[config.mk]
export PLATFORM = sky130hd
export DESIGN_NAME = bksh_csr
export DESIGN_NICKNAME = d
export VERILOG_FILES = /design/src/rtl/bksh_pkg.sv /design/src/rtl/bksh_csr.sv
export SDC_FILE = /design/constraint.sdc
export NUM_CORES = 1
export LEC_CHECK = 0
export BUFFER_PORTS_ARGS = -buffer_cell sky130_fd_sc_hd__buf_2
export CAP_MARGIN = 20
export CORE_MARGIN = 1
export CORE_UTILIZATION = 34
export DETAILED_ROUTE_END_ITERATION = 12
export GPL_ROUTABILITY_DRIVEN = 0
export GPL_TIMING_DRIVEN = 0
export HOLD_SLACK_MARGIN = 0.06
export PLACE_DENSITY_LB_ADDON = 0.08
export SLEW_MARGIN = 25
export SYNTH_ARGS = -nofsm -noshare
export SYNTH_HDL_FRONTEND = slang
export SYNTH_SLANG_ARGS = --single-unit
[constraint.sdc]
create_clock -name clock -period 2.15 [get_ports clock]
set_input_delay 0.215 -clock clock [delete_from_list [all_inputs] [get_ports clock]]
set_output_delay 0.215 -clock clock [all_outputs]
set_load 0.02 [all_outputs]
[src/rtl/bksh_pkg.sv]
// Shared types, codes and helpers of the bounded k-smallest heap.
package bksh_pkg;

   localparam int DATA_W  = 32;
   localparam int CAP_W   = 9;
   localparam int COUNT_W = 9;
   localparam int PADDR_W = 3;

   localparam logic             REG_CAPACITY   = 1'b0;
   localparam logic [CAP_W-1:0] CAPACITY_RESET = 9'd256;

   typedef enum logic [1:0] {
      OP_PUSH  = 2'd0,
      OP_POP   = 2'd1,
      OP_PEEK  = 2'd2,
      OP_FLUSH = 2'd3
   } op_type;

   typedef struct packed {
      logic [DATA_W-1:0] key;
      logic [DATA_W-1:0] value;
   } entry_type;

   // signed greater-than on raw value bits
   function automatic logic val_gt(input logic [DATA_W-1:0] a, input logic [DATA_W-1:0] b);
      return $signed(a) > $signed(b);
   endfunction

endpackage

[src/rtl/bksh_csr.sv]
// Configuration register file: capacity register behind an APB-style port.
module bksh_csr
   import bksh_pkg::*;
(
   input  logic               clock,
   input  logic               reset,
   input  logic               psel,
   input  logic               penable,
   input  logic               pwrite,
   input  logic [PADDR_W-1:0] paddr,
   input  logic [31:0]        pwdata,
   output logic [31:0]        prdata,
   output logic               pready,
   output logic [CAP_W-1:0]   capacity
);

   logic [CAP_W-1:0] capacity_ff;
   logic [CAP_W-1:0] capacity_in;
   logic             wr_hit;

   assign pready = 1'b1;
   assign wr_hit = psel && penable && pwrite && (paddr[2] == REG_CAPACITY);

   always_comb begin
      capacity_in = capacity_ff;
      if (wr_hit) begin
         capacity_in = pwdata[CAP_W-1:0];
      end
   end

   always_ff @(posedge clock) begin
      if (reset) begin
         capacity_ff <= CAPACITY_RESET;
      end else begin
         capacity_ff <= capacity_in;
      end
   end

   always_comb begin
      prdata = '0;
      if (paddr[2] == REG_CAPACITY) begin
         prdata = 32'(capacity_ff);
      end
   end

   assign capacity = capacity_ff;

endmodule

Yosys cells after proc, flatten, opt, wreduce, memory -nomap -nowiden
Index checks and enable logic that the tools add are counted.
Storage, ports and cells
  flip-flop bits (word level): 9
  bits of input ports: 40
Cells by class
  muxes and demuxes: 1
  bitwise gates (word level): 1
  reduce and logical (&&, ||, !) cells: 3
Operator list (count)
  9-bit two-way mux: 1
  1-bit logical AND: 3
  1-bit inverter: 1

Depth between registers and ports, before layout
  word-level depth: 3
  mapped depth: 3

Worst setup path before layout
No wires, ideal clock.
  kind: register -> output
  start point: reg capacity_ff[0], in the netlist capacity[0]
  end point: out prdata[0]
  data arrival time: 0.667 ns
  required time: 1.935 ns
  path slack: 1.268 ns
  cell stages (with the launch flop): 2
  cell sequence: dfxtp_1 and2b_2
Between the ends
  word-level cells in the longest chain between the ends: 1
Ends and longest elaborated chain
  from (decl): line bksh_csr.sv:17  | logic [CAP_W-1:0] capacity_ff;
  from (signal assigned): line bksh_csr.sv:35  | capacity_ff <= capacity_in;
  9-bit two-way mux: line bksh_csr.sv:41  | if (paddr[2] == REG_CAPACITY) begin
  to (decl): line bksh_csr.sv:12  | output logic [31:0] prdata,
No other way between the ends.

Worst setup path in the final report
  start point: reg capacity_ff[4], in the netlist capacity[4]
  end point: out prdata[4]
Same word-level chain as after synthesis.

==> impl_metrics.ini <==
[run_status]
status = complete, no violations

[hold_path]
worstHoldStart = pwdata[8]
min_to = capacity[8]
hold_path_class = in -> reg
worstHoldPathCells = 3

[die]
dieArea_mm2 = 0.002150
io_pins = 82
die_x_um = 46.37
rows = 15
start_util = 0.3754
core_mm2 = 0.001783
dieHeight_um = 46.37

[layout]
area_delta_synth_final_pct = 44.86
layout_common_cells = 32 x buf_2, 24 x buf_4, 24 x conb_1, 16 x nand2b_1
drive_gt1_frac = 0.5227
final.fill_count = 172
final_common_cell = buf_2
diodes = 0
fin_nets = 173
multi_input_area_um2 = 376.6
regArea_um2 = 180.2
largest_reg_flops = 9

[cts]
cts-htree-levels = 1
numCtsBuffers = 3
cts-root-buf = clkbuf_4
cts_hold_buf = 0
cts.sinks = 9
cts_setup_buffers = 0
clock_latency_ns = 0.25
cts_buffer_depth = 2
post_cts_resized = 0
cts_tree = done
cts.clk_slew.worst_paths_ns = 0.06

[sta]
fin_worst_skew_ns = 0
maxSlewViolCount = 0
fin_crit_ns = 1.123
maxClockFrequency_ghz = 0.8907
post-route-period-util = 0.5222
rsz0062_at_grt = false
whs_ns = 0.2167
hold_violations = 0
fin_setup_tns_ns = 0
setup_viol = 0

[synth]
yosysTopAreaCellShare = 0.2692
synth_area_leader_cell = dfxtp_1
synth_seq_area_share = 0.2692
synth_area_um2 = 669.4
synth.avg_cell_area_um2 = 9.046
yosysWarnings = 0
netlist_top_cells_area = dfxtp_1 27%, buf_4 27%, nand2b_1 15%, mux2i_1 13%, and2b_2 12%
ys_types = 10
synth-seq-cells = 9
syn_inst = 74

[grt]
overflow = 0
grt_pass1_vias = 391
grt_antenna_before_repair = 0
grt_usage = 0.1108
grt_max_degree = 11
grt_pass1_wl_um = 1621

[power]
power_leakage_uw = 0.0005636
p_per_area_mw_per_mm2 = 436.5
vdd_ir_drop_max_mv = 0.2841
finalPower_uw = 423.3

[run]
maxCapViolCount = 0

[drt]
drc = 0
num_vias = 560
drtIter0Drc = 2
antenna_left = 0
viasPerCell = 3.567
wl_um = 1195
post_drt_wl_per_cell_um = 7.611
firstDrtPassIters = 2

[critical_path]
crit_path_top_delay_cell = dfxtp_1
critPathKind = reg -> out
worstPathRequired_ns = 1.93
path_cells = and2b_2 -> buf_2
r2r_setup_slack_ns = 1.56
reg2reg_depth = 2
cp.arrival_ns = 0.91
r2r-start = capacity[8]
critical_path.max_fanout = 3
endpoint_kind = output pin
slowest_delay_ns = 0.32
critPathLaunch = capacity[4]
startpoint_type = flip-flop
r2r_end = capacity[8]

[placed_design]
place.port_buffers = 32
dp_hpwl_um = 960.5
## how the worst max path moves through the flow
stage / end / depth (start not counted) / slack [ns]
floorplan: prdata[0] / 1 / 1.27
global placement: capacity[6] / 4 / 1.07
detailed placement: capacity[1] / 4 / 1.06
CTS: prdata[7] / 2 / 1.01
global route: prdata[7] / 2 / 0.98
finish: prdata[4] / 2 / 1.03
## synth_stat cells, drive strengths merged
| cell | n |
|---|---|
| buf | 25 |
| nand2b | 16 |
| and2b | 9 |
| dfxtp | 9 |
| mux2i | 9 |
| conb | 2 |
| nor2 | 2 |
| and4b | 1 |
| clkbuf | 1 |
## stage by stage
step | util | worst slack [ns] | cell area (µm²) | std cells
after floorplan | - | 1.268 | 752.0 | 96
after global placement | 0.5291 | 1.066 | 943.4 | 153
after detailed placement | 0.5291 | 1.060 | 943.4 | 153
after CTS | 0.5439 | 1.014 | 969.7 | 157
after global routing | 0.5439 | 0.9833 | 969.7 | 157
final | 0.5439 | 1.027 | 969.7 | 157
## layer usage
layer	vias up	GRT usage	wire [µm]
met5	-	0	0
met4	0	0.05294	0
met3	0	0.03922	137
met2	39	0.1750	562
met1	221	0.1318	495
li1	300	-	-
## layout make-up
type | instances | area share
flip-flops and latches | 9 | 0.1858
well taps | 25 | 0.03226
repair buffers | 32 | 0.1652
multi-input cells | 61 | 0.3884
plain buffers | 26 | 0.2013
clock buffers | 4 | 0.02710
## critical path, delay by kind of cell, from the launching register on
family / cells / cell delay [ns]
simple gates: 1 / 0.19
buf+inv: 1 / 0.15
flops: 1 / 0.32
## power breakdown
part	internal, µW	switching, µW
combinational	57.1	68.0
sequential	171	2.39
clock	71.2	54.1
## cell families (layout without fill, tap and decap cells)
family	count (synthesis)	in the layout	share of synthesized area
DFF	9	9	0.2692
buffers and inverters	26	62	0.2916
muxes	9	9	0.1346
and+or+nand+nor	28	28	0.2935
other	2	24	0.01122
No activity file was read; power rests on OpenSTA's default activity.
